## src/mhpq_pkg.sv

```systemverilog
// ----------------------------------------------------------------------------
// Max-heap priority queue package
// Shared types, request codes and constants for the priority queue cell chain.
// ----------------------------------------------------------------------------
`default_nettype none

package mhpq_pkg;

   // Width of one stored value.
   localparam int DATA_W = 32;

   typedef logic signed [DATA_W-1:0] data_type;
   typedef logic [1:0]               req_code_type;

   // Request codes.
   localparam req_code_type REQ_PUSH = 2'd0;
   localparam req_code_type REQ_POP  = 2'd1;
   localparam req_code_type REQ_PEEK = 2'd2;

   // Maximum reported when the queue holds nothing.
   localparam data_type EMPTY_MAX = '1;

   // Data handed from a cell to the next (lower priority) cell.
   typedef struct packed {
      logic     valid;
      data_type value;
      logic     gt;
   } down_link_type;

   // Data handed from a cell to the previous (higher priority) cell.
   typedef struct packed {
      logic     valid;
      data_type value;
   } up_link_type;

   // Command broadcast to every cell.
   typedef struct packed {
      logic     push;
      logic     pop;
      data_type value;
   } cell_cmd_type;

endpackage

`default_nettype wire

```

## src/mhpq_cell.sv

```systemverilog
// ----------------------------------------------------------------------------
// Max-heap priority queue cell
// One slot of the sorted cell chain: holds a value and shifts it on push/pop.
// ----------------------------------------------------------------------------
`default_nettype none

module mhpq_cell (
   input  wire logic                    clock,
   input  wire logic                    reset,
   input  wire mhpq_pkg::cell_cmd_type  cmd,
   input  wire mhpq_pkg::down_link_type from_prev,
   input  wire mhpq_pkg::up_link_type   from_next,
   output mhpq_pkg::down_link_type      to_next,
   output mhpq_pkg::up_link_type        to_prev
);

   logic               valid_ff;
   logic               valid_in;
   mhpq_pkg::data_type value_ff;
   mhpq_pkg::data_type value_in;
   logic               gt;

   // The new value ranks above this slot when the slot is empty or smaller.
   // Equal values stay ahead of the new one.
   assign gt = !valid_ff || (cmd.value > value_ff);

   // On push, the first slot that ranks below takes the new value and every
   // slot after it takes its predecessor's content. On pop, all shift up.
   always_comb begin
      valid_in = valid_ff;
      value_in = value_ff;
      if (cmd.push && gt) begin
         if (!from_prev.gt) begin
            valid_in = 1'b1;
            value_in = cmd.value;
         end else begin
            valid_in = from_prev.valid;
            value_in = from_prev.value;
         end
      end else if (cmd.pop) begin
         valid_in = from_next.valid;
         value_in = from_next.value;
      end
   end

   always_ff @(posedge clock) begin
      if (reset) begin
         valid_ff <= 1'b0;
      end else begin
         valid_ff <= valid_in;
      end
   end

   always_ff @(posedge clock) begin
      value_ff <= value_in;
   end

   assign to_next.valid = valid_ff;
   assign to_next.value = value_ff;
   assign to_next.gt    = gt;
   assign to_prev.valid = valid_ff;
   assign to_prev.value = value_ff;

endmodule

`default_nettype wire

```

## config.mk

```make
export PLATFORM = sky130hd
export DESIGN_NAME = mhpq_cell
export DESIGN_NICKNAME = d
export VERILOG_FILES = /design/src/mhpq_pkg.sv /design/src/mhpq_cell.sv
export SDC_FILE = /design/constraint.sdc
export NUM_CORES = 1
export LEC_CHECK = 0
export BUFFER_PORTS_ARGS = -buffer_cell sky130_fd_sc_hd__buf_2
export CAP_MARGIN = 10
export CORE_UTILIZATION = 42
export CTS_CLUSTER_DIAMETER = 30
export DETAILED_ROUTE_END_ITERATION = 12
export GPL_TIMING_DRIVEN = 0
export PLACE_DENSITY = 0.81
export SYNTH_ARGS = -nofsm -noshare
export SYNTH_HDL_FRONTEND = slang
export SYNTH_SLANG_ARGS = --single-unit
```

## constraint.sdc

```tcl
create_clock -name clock -period 2.86 [get_ports clock]
set_input_delay 0.286 -clock clock [delete_from_list [all_inputs] [get_ports clock]]
set_output_delay 0.286 -clock clock [all_outputs]
set_load 0.005 [all_outputs]
```

* Word-level counts from Yosys, hierarchy flattened *
Index checks and enable logic that the tools add are counted.

word-level totals
  output and inout bits = 67
  flip-flop bits (word level) = 33
  input bits = 103
  logic and storage cells = 13

cells by class
  magnitude comparators = 1
  reduce and logical (&&, ||, !) cells = 4
  multiplexer cells = 6

operators with widths
  operator             number
  32-bit two-way mux   3
  32-bit > comparator  1
  1-bit two-way mux    3
  2-bit nonzero test   1
  1-bit logical AND    1
  1-bit logical NOT    1
  1-bit logical OR     1

* Depth between registers and ports, before layout *
Gate-level depths: netlist of the first run.

  word-level depth = 4
  gate-level depth with buffers = 10

* Worst setup path before layout of the first run *
Ideal clock, no wire load.

  path kind = register -> register
  start = register value_ff[31]
  end = register value_ff[0] (enable)
  stages on the path, launching flop included = 10
  required time = 2472 ps
  clock period less this slack = 2970 ps
  data arrival time = 2582 ps
  path slack = -110 ps
  cell sequence = edfxtp_1 > inv_1 > ha_1 > nand4_1 > nor4_2 > nand4_1 > a21oi_1 > o32a_1 > buf_6 > a21o_1

on the way
  word-level cells in the longest chain between the ends = 4

RTL lines
  what                                 RTL line         source
  start: declaration                   mhpq_cell.sv:19  mhpq_pkg::data_type value_ff;
  start signal: assignment             mhpq_cell.sv:55  value_ff <= value_in;
  32-bit > comparator                  mhpq_cell.sv:25  assign gt = !valid_ff || (cmd.value > value_ff);
  1-bit logical OR                     mhpq_cell.sv:25
  1-bit logical AND                    mhpq_cell.sv:32  if (cmd.push && gt) begin
  2-bit nonzero test (no source line)  -

No other way between the ends.
A chain may end at the register's enable or synchronous reset.

* Final worst setup path of the first run *
  start = register value_ff[30]
  end = output to_next[0] (netlist name)

on the way
  word-level cells in the longest chain between the ends = 2

RTL lines
  what                 RTL line         source
  32-bit > comparator  mhpq_cell.sv:25
  1-bit logical OR     mhpq_cell.sv:25
  end: declaration     mhpq_cell.sv:13  output mhpq_pkg::down_link_type to_next,

No other way between the ends.

==> results of run 1 <==
final timing paths:
check,from,end,slack [ns],depth (start not counted)
worst max-delay path,value_ff[30],to_next[0],-0.06,12
worst min-delay path,reset,valid_ff,0.28,4
worst max register to register,value_ff[30],value_ff[1],-0.04,12
worst min register to register,valid_ff,valid_ff,0.81,4
cell families (layout without fill, tap and decap cells):
kind of cell	after synthesis	after routing	share of synthesized area, %
buffers and inverters	89	287	15.77
AO/OA/AOI/OAI	95	97	25.90
multiplexers	1	1	0.3115
flip-flops	33	33	30.53
adder cells (fa/ha/maj)	32	32	12.46
AND/OR/NAND/NOR	94	94	15.03
layout by cell type (no fill, tap or decap), types with 2 or more instances in the layout:
master	count
edfxtp_1	32
nand2_1	9
a22oi_1	3
a21o_1	2
nand3_1	3
clkbuf_16	2
a21oi_2	2
buf_12	4
clkbuf_1	14
buf_4	56
ha_4	6
nor2_1	36
inv_1	30
buf_6	3
nor2b_1	32
a21o_4	3
nand4_1	6
inv_2	4
a22oi_2	29
buf_2	167
ha_1	26
clkbuf_8	5
o21ai_0	4
a211oi_1	32
a21oi_1	10
layout make-up:
class / instances / area (um^2) / area share, %
buffer: 54 / 401.6 / 8.611
clock buffer: 7 / 76.32 / 1.636
clock inverter: 1 / 5.005 / 0.1073
inverter: 34 / 127.6 / 2.736
multi-input combinational: 224 / 1882 / 40.34
sequential: 33 / 980.9 / 21.03
tap: 99 / 123.9 / 2.656
timing repair buffer: 191 / 1067 / 22.88
cells in the mapped netlist, types with 3 or more instances:
cell | n | area (um^2)
nand4_1 | 6 | 37.54
a21o_1 | 3 | 22.52
buf_4 | 38 | 285.3
nor2_1 | 36 | 135.1
a211oi_1 | 33 | 247.7
buf_6 | 4 | 45.04
nor2b_1 | 32 | 200.2
inv_1 | 34 | 127.6
a21oi_1 | 12 | 60.06
nand3_1 | 3 | 15.01
nand2_1 | 9 | 33.78
clkbuf_1 | 12 | 45.04
a22oi_2 | 29 | 362.9
ha_1 | 32 | 400.4
a22oi_1 | 3 | 22.52
edfxtp_1 | 32 | 960.9
o21ai_0 | 5 | 25.02
sequential cells by signal, summed over array words and instances, names as in the netlist:
name and count:
valid_ff 1, value_ff 32
worst max-delay path: stages, from the launching register on:
cell      delay (ns)
edfxtp_1        0.43
inv_2           0.09
ha_4            0.20
nand4_1         0.19
buf_4           0.14
buf_4           0.11
o22ai_2         0.06
a211oi_2        0.28
nand4b_1        0.17
o32a_1          0.32
buf_6           0.13
buf_12          0.12
buf_6           0.10
per-layer routing:
layer	vias up	GRT usage, %
met5	-	0
met4	0	6.205
met3	9	3.601
met2	142	43.86
met1	1517	27.94
li1	1616	-
through the flow:
step	hold WS, ns	utilization, %
final	0.2831	63.63
after CTS	0.2832	60.97
after detailed placement	0.5746	57.01
after global placement	0.5650	57.01
after floorplan	0.4670	-
after global routing	0.3028	63.63
where the power goes:
part,switching (W),internal [W],leakage [nW]
Sequential,0.0000669,0.000651,0.323
Combinational,0.000554,0.000644,1.87
Clock,0.000170,0.000171,0.0422
repair_timing:
item | 4_1_cts | 5_1_grt
setup buffers | 15 | 6
pin swaps | 10 | 9
setup endpoints to repair | 33 | 64
resized for setup | 14 | 18
cloned | 1 | 3
==> results.md, run 1 <==
- Status: complete, but fails checks
- Failing checks: negative setup slack
- Instance count of the mapped netlist: 344
- Mean Syn Cell Area: 9.340 um^2
- Synthesis-to-finish area growth: 45.17%
- Iter 0 DRT Violations: 129
- Clk buf depth: 2
- Fin crit share: 102.0%
- Final Hold Fails: 0
- Syn Nets: 479
- Async SR Flop Fraction: 0%
- Power per cell area: 483.9 mW/mm^2
- Post-route DRC: 0
- Setup TNS: -0.5967 ns
- Number of synthesized register bits: 33
- Peak VDD IR: 0.2243 mV
- Max Fclk: 342.9 MHz
- Gpl congestion: 0.7680
- Antenna cells: 0
- Number of synthesized flops with an enable pin: 32
- Worst-Margin Slew: 0.5686 ns
- Largest net degree at the start of global routing: 17
- Critical Path RT: 2.57 ns
- Sequential-to-total area share from yosys stat: 30.53%
- Max-slew headroom: 62.09%
- Design Power: 0.002257 W
- Met2 WL: 5057 um
- Global-route wire length before repair: 14,010 um
- Min Tclk post-route: 2.916 ns
- Routed wl met3: 678 um
- Initial antenna violation count: 0
- GRT Util Overall: 23.49%
- Standard-cell row count: 31
- DR vias: 3,284
- M1 WL: 4076 um
- Die ar.: 0.008004 mm^2
- Synth Flop Type: edfxtp_1
- Via-to-Cell Ratio: 5.107
- Die W: 89.47 um
- CTS tree: yes
- Setup Viol. Count Final: 22
- CTS Hold Buffers Added: 0
- Dpl ws: -0.4697 ns
- Hold Crit Class: in2reg
- Routed wire per std cell: 15.38 um
- Clock buffer count from CTS: 5
- HPWL Detailed: 7251 um
- Worst-Skew Late Latency: 0.28 ns
- Cell Area, Placed: 0.004179 mm^2
- WP data arrival: 2.63 ns
- Buffers added on ports: 168
- GRT overflow: 0
- Mapped Area: 0.003213 mm^2
- TritonCTS sink count: 33
- Skew final: 0.008092 ns
- Synth Warn #: 0
- Yosys cell types: 38
- Top Layer Used: met4
- Vias in the first global route: 2,986
- CTS Root Cell: clkbuf_8
- Layout fillers: 625
- Core area: 0.007331 mm^2
- Clock transition at path regs: 0.07 ns
- Unrepaired setup endpoints after global routing: true
- Startpoint Class: flop
- # placed instances: 611
- Layout cells sized above 1: 52.94%
- IO Pins: 170
- # H-tree levels: 2
- Final Instance Area: 0.004664 mm^2
- DRT Pass-1 Iters: 4
- CP Class: reg2out
- Fin nets: 678
- Routed WL: 9892 um
- Pins Over Slew Limit: 0
- Critical Path Sink Type: output pin
- Fin worst setup slack: -0.05596 ns
- Max cap viols: 0
- Initial core utilization: 43.83%
- Die Ht: 89.47 um
- Remaining antenna violation count: 0
- Crit Path Max Fanout: 3
- Final cell count without fillers: 643
- Leak: 2.232 nW
No activity file was read; power rests on OpenSTA's default activity.
==> inputs of run 2 (changes only) <==
--- a/config.mk
+++ b/config.mk
@@ -15,3 +15,4 @@
 export SYNTH_ARGS = -nofsm -noshare
 export SYNTH_HDL_FRONTEND = slang
 export SYNTH_SLANG_ARGS = --single-unit
+export TNS_END_PERCENT = 1
==> results.md, run 2 (synthesized netlist as in run 1, its figures left out) <==
- Peak VDD IR: 0.2390 mV (+6.6%)
- Reg-to-reg endpoint: value_ff[2]
- Die Ht: 89.47 um (unchanged)
- Combinational power share: 52.1% (-1.0 points)
- Largest net degree at the start of global routing: 33 (+16)
- GRT overflow: 0 (unchanged)
- Status: completed
- Iter 0 DRT Violations: 120 (-7.0%)
- Final Core Density: 62.38% (-1.2 points)
- TritonCTS sink count: 33 (unchanged)
- Most common cell after layout, fill and taps aside: buf_2
- WHS Path Cells: 4 (unchanged)
- Routed wire per std cell: 15.29 um (-0.60%)
- Standard-cell row count: 31 (unchanged)
- Gpl congestion: 0.7680 (unchanged)
- Clock transition at path regs: 0.06 ns (about the same)
- Max-slew headroom: 62.36% (+0.27 points)
- Antenna cells: 0 (unchanged)
- Layout fillers: 630 (+0.80%)
- Worst-Skew Late Latency: 0.29 ns (about the same)
- HPWL Detailed: 7251 um (unchanged)
- Synthesis-to-finish area growth: 42.33%
- Net switching power figure: 0.0007788 W (-1.5%)
- Max cap viols: 0 (unchanged)
- Initial antenna violation count: 0 (unchanged)
- Hold EP: valid_ff
- Clk buf depth: 2 (unchanged)
- Worst path cell trace: inv_2, ha_4, nand4_1, nor4_4, nand4_1, a21oi_2, o32a_1, buf_6, buf_12, buf_6
- # H-tree levels: 2 (unchanged)
- Unrepaired setup endpoints after global routing: true
- Global-route wire length before repair: 13,870 um (-0.99%)
- Hold Crit Class: in2reg
- Worst Min Path Start: reset
- Dpl ws: -0.4697 ns (unchanged)
- DR vias: 3,273 (-0.33%)
- CTS tree: yes
- GRT Util Overall: 23.18% (-0.31 points)
- Startpoint Class: flop
- Initial core utilization: 43.83% (unchanged)
- Vias in the first global route: 2,966 (-0.67%)
- Sw Ratio: 35.21% (+0.17 points)
- Via-to-Cell Ratio: 5.130 (+0.45%)
- WP data arrival: 2.55 ns (-0.08 ns)
- Buffers added on ports: 168 (unchanged)
- Remaining antenna violation count: 0 (unchanged)
- Slowest CP cell: edfxtp_1
- Most flop-heavy register: value_ff
- Critical Path Sink Type: output pin
- Skew final: 0.008092 ns (-0.0000004700 ns)
- DRT Pass-1 Iters: 5 (+1)
- Fin nets: 673 (-0.74%)
- IO Pins: 170 (unchanged)
- Crit Path Max Fanout: 4 (+1)
- Share of power burned in registers: 32.5% (+0.7 points)
- Pins Over Slew Limit: 0 (unchanged)
- Post-route DRC: 0 (unchanged)
- CTS Root Cell: clkbuf_8
- CP peak stage delay: 0.38 ns (-0.05 ns)
- Regs by FF count: value_ff: 32 flops, valid_ff: 1 flops
- Critical Path RT: 2.57 ns (about the same)
- Min Tclk post-route: 2.833 ns (-0.08328 ns)
- Die ar.: 0.008004 mm^2 (unchanged)
- Flop2flop setup slack: 0.06 ns (+0.10 ns)
- CP Class: reg2out
- Clock buffer count from CTS: 5 (unchanged)
- Final Hold Fails: 0 (unchanged)
- Die W: 89.47 um (unchanged)
- Commonest non-fill, non-tap cells in the layout: 167 x buf_2, 54 x buf_4, 36 x nor2_1
- Reg2reg start: value_ff[31]
- Power per cell area: 483.7 mW/mm^2 (about the same)
- Core area: 0.007331 mm^2 (unchanged)
- Max Fclk: 353.0 MHz (+2.9%)
- Setup Viol. Count Final: 0 (-100%)
- Leak: 2.185 nW (-2.1%)
- Design Power: 0.002212 W (-2.0%)
- Routed WL: 9756 um (-1.4%)
- Pint: 0.001433 W (-2.3%)
- Reg2reg path depth: 12 (unchanged)
- Worst-Margin Slew: 0.5646 ns (-0.004014 ns)
- Fin worst setup slack: 0.02732 ns (+0.08328 ns)
- Clk pwr share: 15.5% (+0.4 points)
- Max FFs per register: 32 (unchanged)
- Layout cells sized above 1: 52.32% (-0.62 points)
- Fin crit share: 99.04% (-2.9 points)
## run 2: cell types whose count changed in the layout (fill, tap and decap cells not counted), sizes merged
cell    delta
clkbuf     -2
a21o       -1
buf        -2
## run 2: metal layers
layer	track usage, %	vias to the layer above	part of all wire, %
met5	0	-	0
li1	-	1601	-
met3	3.601	8	5.0
met1	27.42	1536	43
met4	6.061	0	0.80
met2	43.44	128	51
## run 2: metrics by stage
stage	setup TNS, ns	hold WS (ns)	instance area, um^2	cells
floorplan	0	0.4670	3214	344
global placement	-12.01	0.5650	4179	611
detailed placement	-15.07	0.5746	4179	611
CTS	-0.03964	0.2832	4464	633
global route	-1.529	0.3027	4573	638
finish	0	0.2857	4573	638
## run 2: repair_timing
| action | CTS | global route |
|---|---|---|
| hold endpoints to repair | 0 | 0 |
| pin swaps | 10 | 26 |
| hold buffers | 0 | 0 |
| buffers inserted | 15 | 4 |
| endpoints found under the setup margin | 33 | 63 |
| gates resized for setup | 15 | 14 |
| gates cloned | 0 | 1 |
## run 2: power by group through the flow
stage	clock network, W	registers (W)	logic [W]
after floorplan	0	0.000727	0.000616
final	0.000342	0.000718	0.00115
after global placement	0	0.000732	0.000961
after detailed placement	0	0.000738	0.000985
after global routing	0.000362	0.000730	0.00127
after CTS	0.000344	0.000720	0.00109
## run 2: critical path, delay by kind of cell, from the launching register on
| kind | cells | cell delay [ns] |
|---|---|---|
| DFF | 1 | 0.38 |
| and+or+nand+nor | 3 | 0.79 |
| buffers and inverters | 4 | 0.34 |
| adders and majority gates | 1 | 0.27 |
| AOI/OAI and AO/OA | 2 | 0.47 |
## run 2: how the worst max path moves through the flow
stage,from,end,slack (ns)
6_report,value_ff[31],to_next[0],0.03
5_1_grt,value_ff[30],to_next[0],-0.08
4_1_cts,value_ff[23],value_ff[23],-0.004
3_5_place_dp,value_ff[31],value_ff[18],-0.47
3_3_place_gp,value_ff[31],value_ff[19],-0.38
2_1_floorplan,value_ff[31],value_ff[0],0.16
## run 2: cell type report
type                       instances  area [um^2]  area share (%)
clock buffer                       7        76.32           1.669
multi-input combinational        223         1861           40.68
inverter                          34        127.6           2.791
timing repair buffer             187         1001           21.89
tap                               99        123.9           2.709
clock inverter                     1        5.005          0.1094
sequential                        33        980.9           21.45
buffer                            54        397.9           8.700
